==> config.mk <==
export PLATFORM = sky130hd
export DESIGN_NAME = gregorian_date_step
export DESIGN_NICKNAME = d
export VERILOG_FILES = /design/src/gds_pkg.sv /design/src/gds_leap.sv /design/src/gds_step.sv /design/src/gregorian_date_step.sv
export SDC_FILE = /design/constraint.sdc
export NUM_CORES = 1
export LEC_CHECK = 0
export ABC_AREA = 1
export BUFFER_PORTS_ARGS = -buffer_cell sky130_fd_sc_hd__buf_2
export CAP_MARGIN = 20
export CORE_MARGIN = 8
export CORE_UTILIZATION = 59
export DETAILED_ROUTE_END_ITERATION = 12
export PLACE_DENSITY = 0.8
export SYNTH_ARGS = -nofsm -noshare
export SYNTH_HDL_FRONTEND = slang
export SYNTH_HIERARCHICAL = 1
export SYNTH_SLANG_ARGS = --single-unit
export TNS_END_PERCENT = 5
==> constraint.sdc <==
create_clock -name clk_i -period 4.9 [get_ports clk_i]
set_input_delay 0.98 -clock clk_i [delete_from_list [all_inputs] [get_ports clk_i]]
set_output_delay 0.98 -clock clk_i [all_outputs]
set_load 0.05 [all_outputs]
==> src/gds_pkg.sv <==
// Package for the Gregorian date step block: month codes, reciprocal constants
// for the divide-by-25 in the leap test, and the month length tables.
// No dependencies; every other file of the block uses it.
package gds_pkg;

  // Default year width; the top level takes it as its parameter default.
  localparam int unsigned YearBitsDefault = 14;

  // Month codes that the calendar logic treats specially.
  localparam logic [3:0] MonthJan = 4'd1;
  localparam logic [3:0] MonthFeb = 4'd2;
  localparam logic [3:0] MonthDec = 4'd12;

  // Day counts that the stepping logic uses.
  localparam logic [4:0] DayFirst   = 5'd1;
  localparam logic [4:0] DayJanLast = 5'd31;
  localparam logic [4:0] DayFebLeap = 5'd29;

  // x / 25 is taken as (x * RecipMul) >> RecipShift. The rounding error of
  // RecipMul times any x below 43690 stays under one unit, which covers the
  // quarter-year value for every year width up to 16 bits.
  localparam int unsigned RecipBits  = 16;
  localparam int unsigned RecipShift = 20;
  localparam logic [RecipBits-1:0] RecipMul = 16'd41944;
  localparam int unsigned CenturyQuarters = 25;

  // Length of month m in a year whose leap flag is leap.
  function automatic logic [4:0] month_len(input logic [3:0] m, input logic leap);
    logic [4:0] len;
    unique case (m)
      4'd2:                      len = leap ? DayFebLeap : 5'd28;
      4'd4, 4'd6, 4'd9, 4'd11:   len = 5'd30;
      default:                   len = 5'd31;
    endcase
    return len;
  endfunction

  // Days of a common year that come before the first of month m.
  function automatic logic [8:0] days_before(input logic [3:0] m);
    logic [8:0] days;
    unique case (m)
      4'd2:    days = 9'd31;
      4'd3:    days = 9'd59;
      4'd4:    days = 9'd90;
      4'd5:    days = 9'd120;
      4'd6:    days = 9'd151;
      4'd7:    days = 9'd181;
      4'd8:    days = 9'd212;
      4'd9:    days = 9'd243;
      4'd10:   days = 9'd273;
      4'd11:   days = 9'd304;
      4'd12:   days = 9'd334;
      default: days = 9'd0;
    endcase
    return days;
  endfunction

endpackage

==> src/gds_leap.sv <==
// Leap-year pipeline of the date step block: two register stages that carry
// the date along and produce the Gregorian leap flag. Uses gds_pkg.
module gds_leap #(
  parameter int unsigned YEAR_BITS = gds_pkg::YearBitsDefault
) (
  input  logic                 clk_i,
  input  logic                 rst_ni,
  input  logic                 valid_i,
  input  logic [4:0]           day_i,
  input  logic [3:0]           month_i,
  input  logic [YEAR_BITS-1:0] year_i,
  output logic                 valid_o,
  output logic [4:0]           day_o,
  output logic [3:0]           month_o,
  output logic [YEAR_BITS-1:0] year_o,
  output logic                 leap_o
);

  localparam int unsigned QBits    = YEAR_BITS - 2;
  localparam int unsigned ProdBits = QBits + gds_pkg::RecipBits;

  // Stage one: multiply the quarter-year by the reciprocal of 25.
  logic                 valid1_q;
  logic [4:0]           day1_q;
  logic [3:0]           month1_q;
  logic [YEAR_BITS-1:0] year1_q;
  logic [ProdBits-1:0]  prod1_d, prod1_q;

  assign prod1_d = ProdBits'(year_i[YEAR_BITS-1:2]) * ProdBits'(gds_pkg::RecipMul);

  always_ff @(posedge clk_i or negedge rst_ni) begin
    if (!rst_ni) begin
      valid1_q <= 1'b0;
    end else begin
      valid1_q <= valid_i;
    end
  end

  always_ff @(posedge clk_i) begin
    day1_q   <= day_i;
    month1_q <= month_i;
    year1_q  <= year_i;
    prod1_q  <= prod1_d;
  end

  // Stage two: remainder of the quarter-year by 25, then the leap rule.
  // A year is a century when its quarter is a multiple of 25, and a
  // century is a leap year when its quarter is also a multiple of four.
  logic [QBits-1:0] quarter, quot, quot25, rem25;
  logic             leap_d, valid2_q, leap2_q;
  logic [4:0]       day2_q;
  logic [3:0]       month2_q;
  logic [YEAR_BITS-1:0] year2_q;

  assign quarter = year1_q[YEAR_BITS-1:2];
  assign quot    = QBits'(prod1_q >> gds_pkg::RecipShift);
  assign quot25  = QBits'(quot * QBits'(gds_pkg::CenturyQuarters));
  assign rem25   = quarter - quot25;
  assign leap_d  = (year1_q[1:0] == 2'b00) &&
                   ((rem25 != '0) || (year1_q[3:2] == 2'b00));

  always_ff @(posedge clk_i or negedge rst_ni) begin
    if (!rst_ni) begin
      valid2_q <= 1'b0;
    end else begin
      valid2_q <= valid1_q;
    end
  end

  always_ff @(posedge clk_i) begin
    day2_q   <= day1_q;
    month2_q <= month1_q;
    year2_q  <= year1_q;
    leap2_q  <= leap_d;
  end

  assign valid_o = valid2_q;
  assign day_o   = day2_q;
  assign month_o = month2_q;
  assign year_o  = year2_q;
  assign leap_o  = leap2_q;

endmodule

==> src/gds_step.sv <==
// Calendar step pipeline of the date step block: validity, month lengths and
// day-of-year base in one stage, next and previous dates in the next. Uses gds_pkg.
module gds_step #(
  parameter int unsigned YEAR_BITS = gds_pkg::YearBitsDefault
) (
  input  logic                 clk_i,
  input  logic                 rst_ni,
  input  logic                 valid_i,
  input  logic [4:0]           day_i,
  input  logic [3:0]           month_i,
  input  logic [YEAR_BITS-1:0] year_i,
  input  logic                 leap_i,
  output logic                 valid_o,
  output logic                 is_valid_o,
  output logic                 is_leap_o,
  output logic [4:0]           next_day_o,
  output logic [3:0]           next_month_o,
  output logic [YEAR_BITS-1:0] next_year_o,
  output logic [4:0]           prev_day_o,
  output logic [3:0]           prev_month_o,
  output logic [YEAR_BITS-1:0] prev_year_o,
  output logic [8:0]           day_of_year_o
);

  // Stage three: month lengths, validity and the day-of-year base.
  logic       month_ok, ok_d, last_d;
  logic [4:0] len, prev_len_d;
  logic [3:0] prev_month_d;
  logic [8:0] base_d;

  assign month_ok     = (month_i >= gds_pkg::MonthJan) && (month_i <= gds_pkg::MonthDec);
  assign len          = gds_pkg::month_len(month_i, leap_i);
  assign ok_d         = month_ok && (year_i != '0) && (day_i != 5'd0) && (day_i <= len);
  assign last_d       = (day_i == len);
  assign prev_month_d = (month_i == gds_pkg::MonthJan) ? gds_pkg::MonthDec
                                                       : month_i - 4'd1;
  assign prev_len_d   = gds_pkg::month_len(prev_month_d, leap_i);
  assign base_d       = gds_pkg::days_before(month_i) +
                        9'((leap_i && (month_i > gds_pkg::MonthFeb)) ? 1 : 0);

  logic                 valid3_q, ok3_q, leap3_q, last3_q;
  logic [4:0]           day3_q, prev_len3_q;
  logic [3:0]           month3_q, prev_month3_q;
  logic [YEAR_BITS-1:0] year3_q;
  logic [8:0]           base3_q;

  always_ff @(posedge clk_i or negedge rst_ni) begin
    if (!rst_ni) begin
      valid3_q <= 1'b0;
    end else begin
      valid3_q <= valid_i;
    end
  end

  always_ff @(posedge clk_i) begin
    ok3_q         <= ok_d;
    leap3_q       <= leap_i;
    last3_q       <= last_d;
    day3_q        <= day_i;
    month3_q      <= month_i;
    year3_q       <= year_i;
    prev_month3_q <= prev_month_d;
    prev_len3_q   <= prev_len_d;
    base3_q       <= base_d;
  end

  // Stage four: step forward and back; an invalid date repeats itself.
  logic [4:0]           nd_d, pd_d;
  logic [3:0]           nm_d, pm_d;
  logic [YEAR_BITS-1:0] ny_d, py_d;
  logic [8:0]           doy_d;

  always_comb begin
    nd_d  = day3_q;
    nm_d  = month3_q;
    ny_d  = year3_q;
    pd_d  = day3_q;
    pm_d  = month3_q;
    py_d  = year3_q;
    doy_d = 9'd0;
    if (ok3_q) begin
      // Following date: roll over at the end of a month and of the year.
      if (last3_q) begin
        nd_d = gds_pkg::DayFirst;
        if (month3_q == gds_pkg::MonthDec) begin
          nm_d = gds_pkg::MonthJan;
          ny_d = year3_q + YEAR_BITS'(1);
        end else begin
          nm_d = month3_q + 4'd1;
        end
      end else begin
        nd_d = day3_q + 5'd1;
      end
      // Preceding date: fall back to the end of the prior month or year.
      if (day3_q == gds_pkg::DayFirst) begin
        pm_d = prev_month3_q;
        if (month3_q == gds_pkg::MonthJan) begin
          pd_d = gds_pkg::DayJanLast;
          py_d = year3_q - YEAR_BITS'(1);
        end else begin
          pd_d = prev_len3_q;
        end
      end else begin
        pd_d = day3_q - 5'd1;
      end
      doy_d = base3_q + 9'(day3_q);
    end
  end

  logic                 valid4_q, ok4_q, leap4_q;
  logic [4:0]           nd4_q, pd4_q;
  logic [3:0]           nm4_q, pm4_q;
  logic [YEAR_BITS-1:0] ny4_q, py4_q;
  logic [8:0]           doy4_q;

  always_ff @(posedge clk_i or negedge rst_ni) begin
    if (!rst_ni) begin
      valid4_q <= 1'b0;
    end else begin
      valid4_q <= valid3_q;
    end
  end

  always_ff @(posedge clk_i) begin
    ok4_q   <= ok3_q;
    leap4_q <= leap3_q;
    nd4_q   <= nd_d;
    nm4_q   <= nm_d;
    ny4_q   <= ny_d;
    pd4_q   <= pd_d;
    pm4_q   <= pm_d;
    py4_q   <= py_d;
    doy4_q  <= doy_d;
  end

  assign valid_o       = valid4_q;
  assign is_valid_o    = ok4_q;
  assign is_leap_o     = leap4_q;
  assign next_day_o    = nd4_q;
  assign next_month_o  = nm4_q;
  assign next_year_o   = ny4_q;
  assign prev_day_o    = pd4_q;
  assign prev_month_o  = pm4_q;
  assign prev_year_o   = py4_q;
  assign day_of_year_o = doy4_q;

endmodule

==> src/gregorian_date_step.sv <==
// Top level of the Gregorian date step block: leap pipeline followed by the
// calendar step pipeline. Depends on gds_pkg, gds_leap and gds_step.
//
//   Channel   Handshake                  Payload
//   --------  -------------------------  ---------------------------------------
//   command   start_i, busy_o (input)    day_in_i, month_in_i, year_in_i
//   result    done_o (output strobe)     is_valid_o, is_leap_o, next_*, prev_*,
//                                        day_of_year_o
//
// One beat is accepted every cycle; busy_o stays low. Each result comes out
// as a one-cycle done_o strobe, in order, once its beat has passed every stage.
// The four stages are the reciprocal multiply, the leap rule, the month length
// and validity lookup, and the next and previous date step.
// Reset clears only the stage valid bits. The receiver cannot stall the
// pipeline, so results never wait and none is held back.
module gregorian_date_step #(
  parameter int unsigned YEAR_BITS = gds_pkg::YearBitsDefault
) (
  input  logic                 clk_i,
  input  logic                 rst_ni,
  input  logic                 start_i,
  output logic                 busy_o,
  input  logic [4:0]           day_in_i,
  input  logic [3:0]           month_in_i,
  input  logic [YEAR_BITS-1:0] year_in_i,
  output logic                 done_o,
  output logic                 is_valid_o,
  output logic                 is_leap_o,
  output logic [4:0]           next_day_o,
  output logic [3:0]           next_month_o,
  output logic [YEAR_BITS-1:0] next_year_o,
  output logic [4:0]           prev_day_o,
  output logic [3:0]           prev_month_o,
  output logic [YEAR_BITS-1:0] prev_year_o,
  output logic [8:0]           day_of_year_o
);

  // The pipeline takes a beat in every cycle.
  logic accept;
  assign busy_o = 1'b0;
  assign accept = start_i && !busy_o;

  logic                 lp_valid, lp_leap;
  logic [4:0]           lp_day;
  logic [3:0]           lp_month;
  logic [YEAR_BITS-1:0] lp_year;

  // Leap flag of the input year.
  gds_leap #(
    .YEAR_BITS(YEAR_BITS)
  ) u_leap (
    .clk_i   (clk_i),
    .rst_ni  (rst_ni),
    .valid_i (accept),
    .day_i   (day_in_i),
    .month_i (month_in_i),
    .year_i  (year_in_i),
    .valid_o (lp_valid),
    .day_o   (lp_day),
    .month_o (lp_month),
    .year_o  (lp_year),
    .leap_o  (lp_leap)
  );

  // Validity, neighbor dates and day of year.
  gds_step #(
    .YEAR_BITS(YEAR_BITS)
  ) u_step (
    .clk_i         (clk_i),
    .rst_ni        (rst_ni),
    .valid_i       (lp_valid),
    .day_i         (lp_day),
    .month_i       (lp_month),
    .year_i        (lp_year),
    .leap_i        (lp_leap),
    .valid_o       (done_o),
    .is_valid_o    (is_valid_o),
    .is_leap_o     (is_leap_o),
    .next_day_o    (next_day_o),
    .next_month_o  (next_month_o),
    .next_year_o   (next_year_o),
    .prev_day_o    (prev_day_o),
    .prev_month_o  (prev_month_o),
    .prev_year_o   (prev_year_o),
    .day_of_year_o (day_of_year_o)
  );

endmodule
==> run metrics <==
drt initial violations=between 500 and 600; RD Place Congestion=around 0.95; CTS Buffer Depth=2; total die area=around 21000 µm²; number of pins exceeding their max-slew limit in the final report=0; Worst setup EP type=flop; unrepaired setup endpoints after global routing=false; remaining max-slew budget at the tightest pin=0.482; worst path required time=~5.2 ns; Setup CP Type=in -> reg; sequential cell area=~3200 µm²; total global-route track usage=0.209; Buffers on Ports=83; number of antenna-violating nets in the routed design=0; shortest clock period the worst path allows after layout=4.68 ns; flop2flop setup slack=1.63 ns; IO Pins=85; transition time of the tightest slew-check pin=~0.78 ns; Max Fanout on Critical Path=4; horizontal die dimension=146 µm; most frequent cell on the critical path=fa_1; number of unique standard cell types used by synthesis=48; cell chosen for the clock root=clkbuf_16; pin count of the biggest net entering global routing=22; post-synth design cell area=about 10000 µm²; Critical Path Source Type=input port; class of the tightest hold or removal check=reg -> reg; clock transition at the registers of the reported paths=0.06 ns; WHS Path Cells=0; EDFF count, synth=0; Synth warnings=6; first-pass iteration count of the detailed router=5; DRT Wirelength=about 22000 µm; standard cell with the maximum stage delay on the critical path=fa_1; number of antenna violations at the first check in global routing=0; Async SR Flop Fraction=0.0255; total placed instance area=roughly 11000 µm²; mean cell area of the mapped netlist=8.30 µm²; CTS Buf Count=17; Synth Net Count=approximately 1400; Hold Violations, Final=0; final standard cell area without fillers=around 11000 µm²; Final period util=0.956; startpoint of the most critical hold path=u_leap/month1_q[3]; vias in the first global route=7955; total via count in the routed design=~8000; capture instance of the worst register-to-register path=u_leap/leap_o; # nets final=roughly 1500; peak per-stage delay on the critical path=0.58 ns; Reg2Reg Launch Point=u_leap/prod1_q[24]; Top FF cell, synth=dfxtp_1; wire length of the first global-routing pass=~37000 µm; area used by multi-input combinational logic=a little under 6000 µm²; total negative slack for setup checks=0 ns; detail-routed net length per standard cell=between 10 and 15 µm; CP Buf/Inv Count=5; hold path endpoint=u_leap/month_o[3]; pwr/cell area=about 700 nW/µm²; post-detailed-placement half-perimeter wirelength=roughly 17000 µm; Reg2Reg Depth=16; result of the run=complete, no violations; overall power consumption=around 0.008 W; crit-path cells=buf_2 -> inv_1 -> fa_1 -> fa_1 -> fa_1 -> inv_2 -> fa_1 -> inv_2 -> fa_1 -> inv_1 -> ha_4 -> a21o_1 -> a21oi_2 -> o21bai_1 -> a21oi_1 -> o21ai_1 -> nand2_1 -> nand2_1; Final Setup Violations=0; TritonCTS clock tree=built; maximum capacitance violations=0; post-route clock skew=between 0.01 and 0.015 ns; Core Box Area=between 15000 and 20000 µm²; synthesized instance count=about 1200; category of cells accounting for the largest share of critical-path delay=adder cells; share of post-route cells with drive strength above 1=0.141; Fmax=213 MHz; area grow syn2layout=14.4%; number of clock sinks seen by CTS=roughly 160; register area share after synthesis=0.317; Yosys reg bits=approximately 160; total overflow reported by the global router=0; height of the chip=roughly 150 µm; Clock Latency Late Sink=between 0.4 and 0.5 ns; total number of H-tree levels=4; standard-cell rows=47; DRC violation count after routing=0; vias per cell=approximately 5.2; peak supply drop=537 µV; starting density of the core=0.602; critical path data arrival time=5.00 ns; worst slack on hold paths=between 0.3 and 0.4 ns; Fillers=between 1000 and 1500; static power due to leakage=6.12 nW
[cell families (layout without fill, tap and decap cells)]
logic type / count (synthesis) / after routing / share of synthesized area
other: 1 / 2 / 0.000376
AND/OR/NAND/NOR: 437 / 437 / 0.198
flip-flops: 157 / 157 / 0.317
adder cells (fa/ha/maj): 200 / 200 / 0.293
buffers and inverters: 274 / 401 / 0.107
XOR/XNOR: 27 / 27 / 0.0237
AO/OA/AOI/OAI: 107 / 107 / 0.0608
[power by group]
| part | leakage [nW] | internal, W | total, W | switching [W] |
|---|---|---|---|---|
| Clock | 0.267 | 0.000769 | 0.00127 | 0.000501 |
| Combinational | 4.51 | 0.00203 | 0.00525 | 0.00322 |
| Sequential | 1.34 | 0.00140 | 0.00150 | 0.0000962 |
[cell usage in the layout, fill, tap and decap left out, types with 5 or more instances in the layout]
cell type  netlist  layout
dfxtp_1        153     153
nand4_1         22      22
ha_1           143     141
buf_4            5      27
fa_1            57      56
nor2_2           9      10
nand2_1        223     223
nor2_1          77      76
xor2_1          23      23
or2_2            6       6
a21oi_2          2       5
buf_2            3      83
nor3_1          16      13
a21oi_1         42      39
clkbuf_16        0      17
o21ai_0         30      29
o21ai_1          7       8
a21o_1           5       5
inv_1          254     251
inv_2            7      10
nand3_1         60      60
[layout make-up]
| class | instances | area share |
|---|---|---|
| Timing Repair Buffer | 110 | 0.0541 |
| Tap cell | 220 | 0.0241 |
| Inverter | 262 | 0.0861 |
| Antenna cell | 1 | 0.000219 |
| Clock inverter | 9 | 0.00986 |
| Clock buffer | 20 | 0.0400 |
| Multi-Input combinational cell | 772 | 0.509 |
| Sequential cell | 157 | 0.277 |
[per-stage QoR]
| step | worst slack [ns] | util | cells |
|---|---|---|---|
| floorplan | 0.0533 | - | 1203 |
| global placement | -0.268 | 0.650 | 1520 |
| detailed placement | -0.319 | 0.650 | 1520 |
| CTS | 0.129 | 0.685 | 1549 |
| global route | 0.0187 | 0.689 | 1550 |
| finish | 0.215 | 0.689 | 1551 |
[Yosys cell counts, drive strengths merged (5+ instances only)]
| library cell | number | area share |
|---|---|---|
| nand3 | 65 | 0.037 |
| nand4 | 22 | 0.014 |
| nand2 | 224 | 0.084 |
| nor2 | 91 | 0.041 |
| or2 | 7 | 0.0044 |
| xor2 | 23 | 0.020 |
| buf | 10 | 0.0075 |
| inv | 261 | 0.098 |
| o21ai | 37 | 0.019 |
| a21o | 5 | 0.0038 |
| a21oi | 44 | 0.023 |
| nor3 | 17 | 0.0090 |
| dfxtp | 153 | 0.31 |
| ha | 143 | 0.18 |
| fa | 57 | 0.11 |
[state kept, by name (all words and copies together), names as in the netlist, 8 cells and up]
name / flops
u_leap/year1_q: 14
u_leap/year_o: 14
u_step/next_year_o: 14
u_step/prev_year_o: 14
u_step/year3_q: 14
u_step/base3_q: 9
u_step/day_of_year_o: 9
u_leap/prod1_q: 8
[how the worst max path moves through the flow]
stage                        from  cells after the start  slack (ns)            endpoint
floorplan            year_in_i[8]                     17        0.05  u_leap/prod1_q[26]
global placement     year_in_i[8]                     18       -0.27  u_leap/prod1_q[26]
detailed placement  year_in_i[11]                     19       -0.32  u_leap/prod1_q[27]
CTS                 year_in_i[11]                     19        0.13  u_leap/prod1_q[27]
global route        year_in_i[11]                     18        0.02  u_leap/prod1_q[24]
finish              year_in_i[10]                     18        0.22  u_leap/prod1_q[26]
[metal layers]
metal,routed length (µm),vias to the layer above,share of wire,track usage
li1,-,4010,-,-
met5,0,-,0,0
met3,1400,42,0.064,0.0476
met2,10800,298,0.49,0.372
met1,9240,3699,0.42,0.244
met4,439,0,0.020,0.0726
[what timing repair did]
| action | in CTS | in global routing |
|---|---|---|
| gates resized for setup | 0 | 17 |
| setup buffers | 0 | 1 |
| hold buffers | 0 | 0 |
| endpoints found under the setup margin | 0 | 6 |
Power figures use the tool's default switching activity.
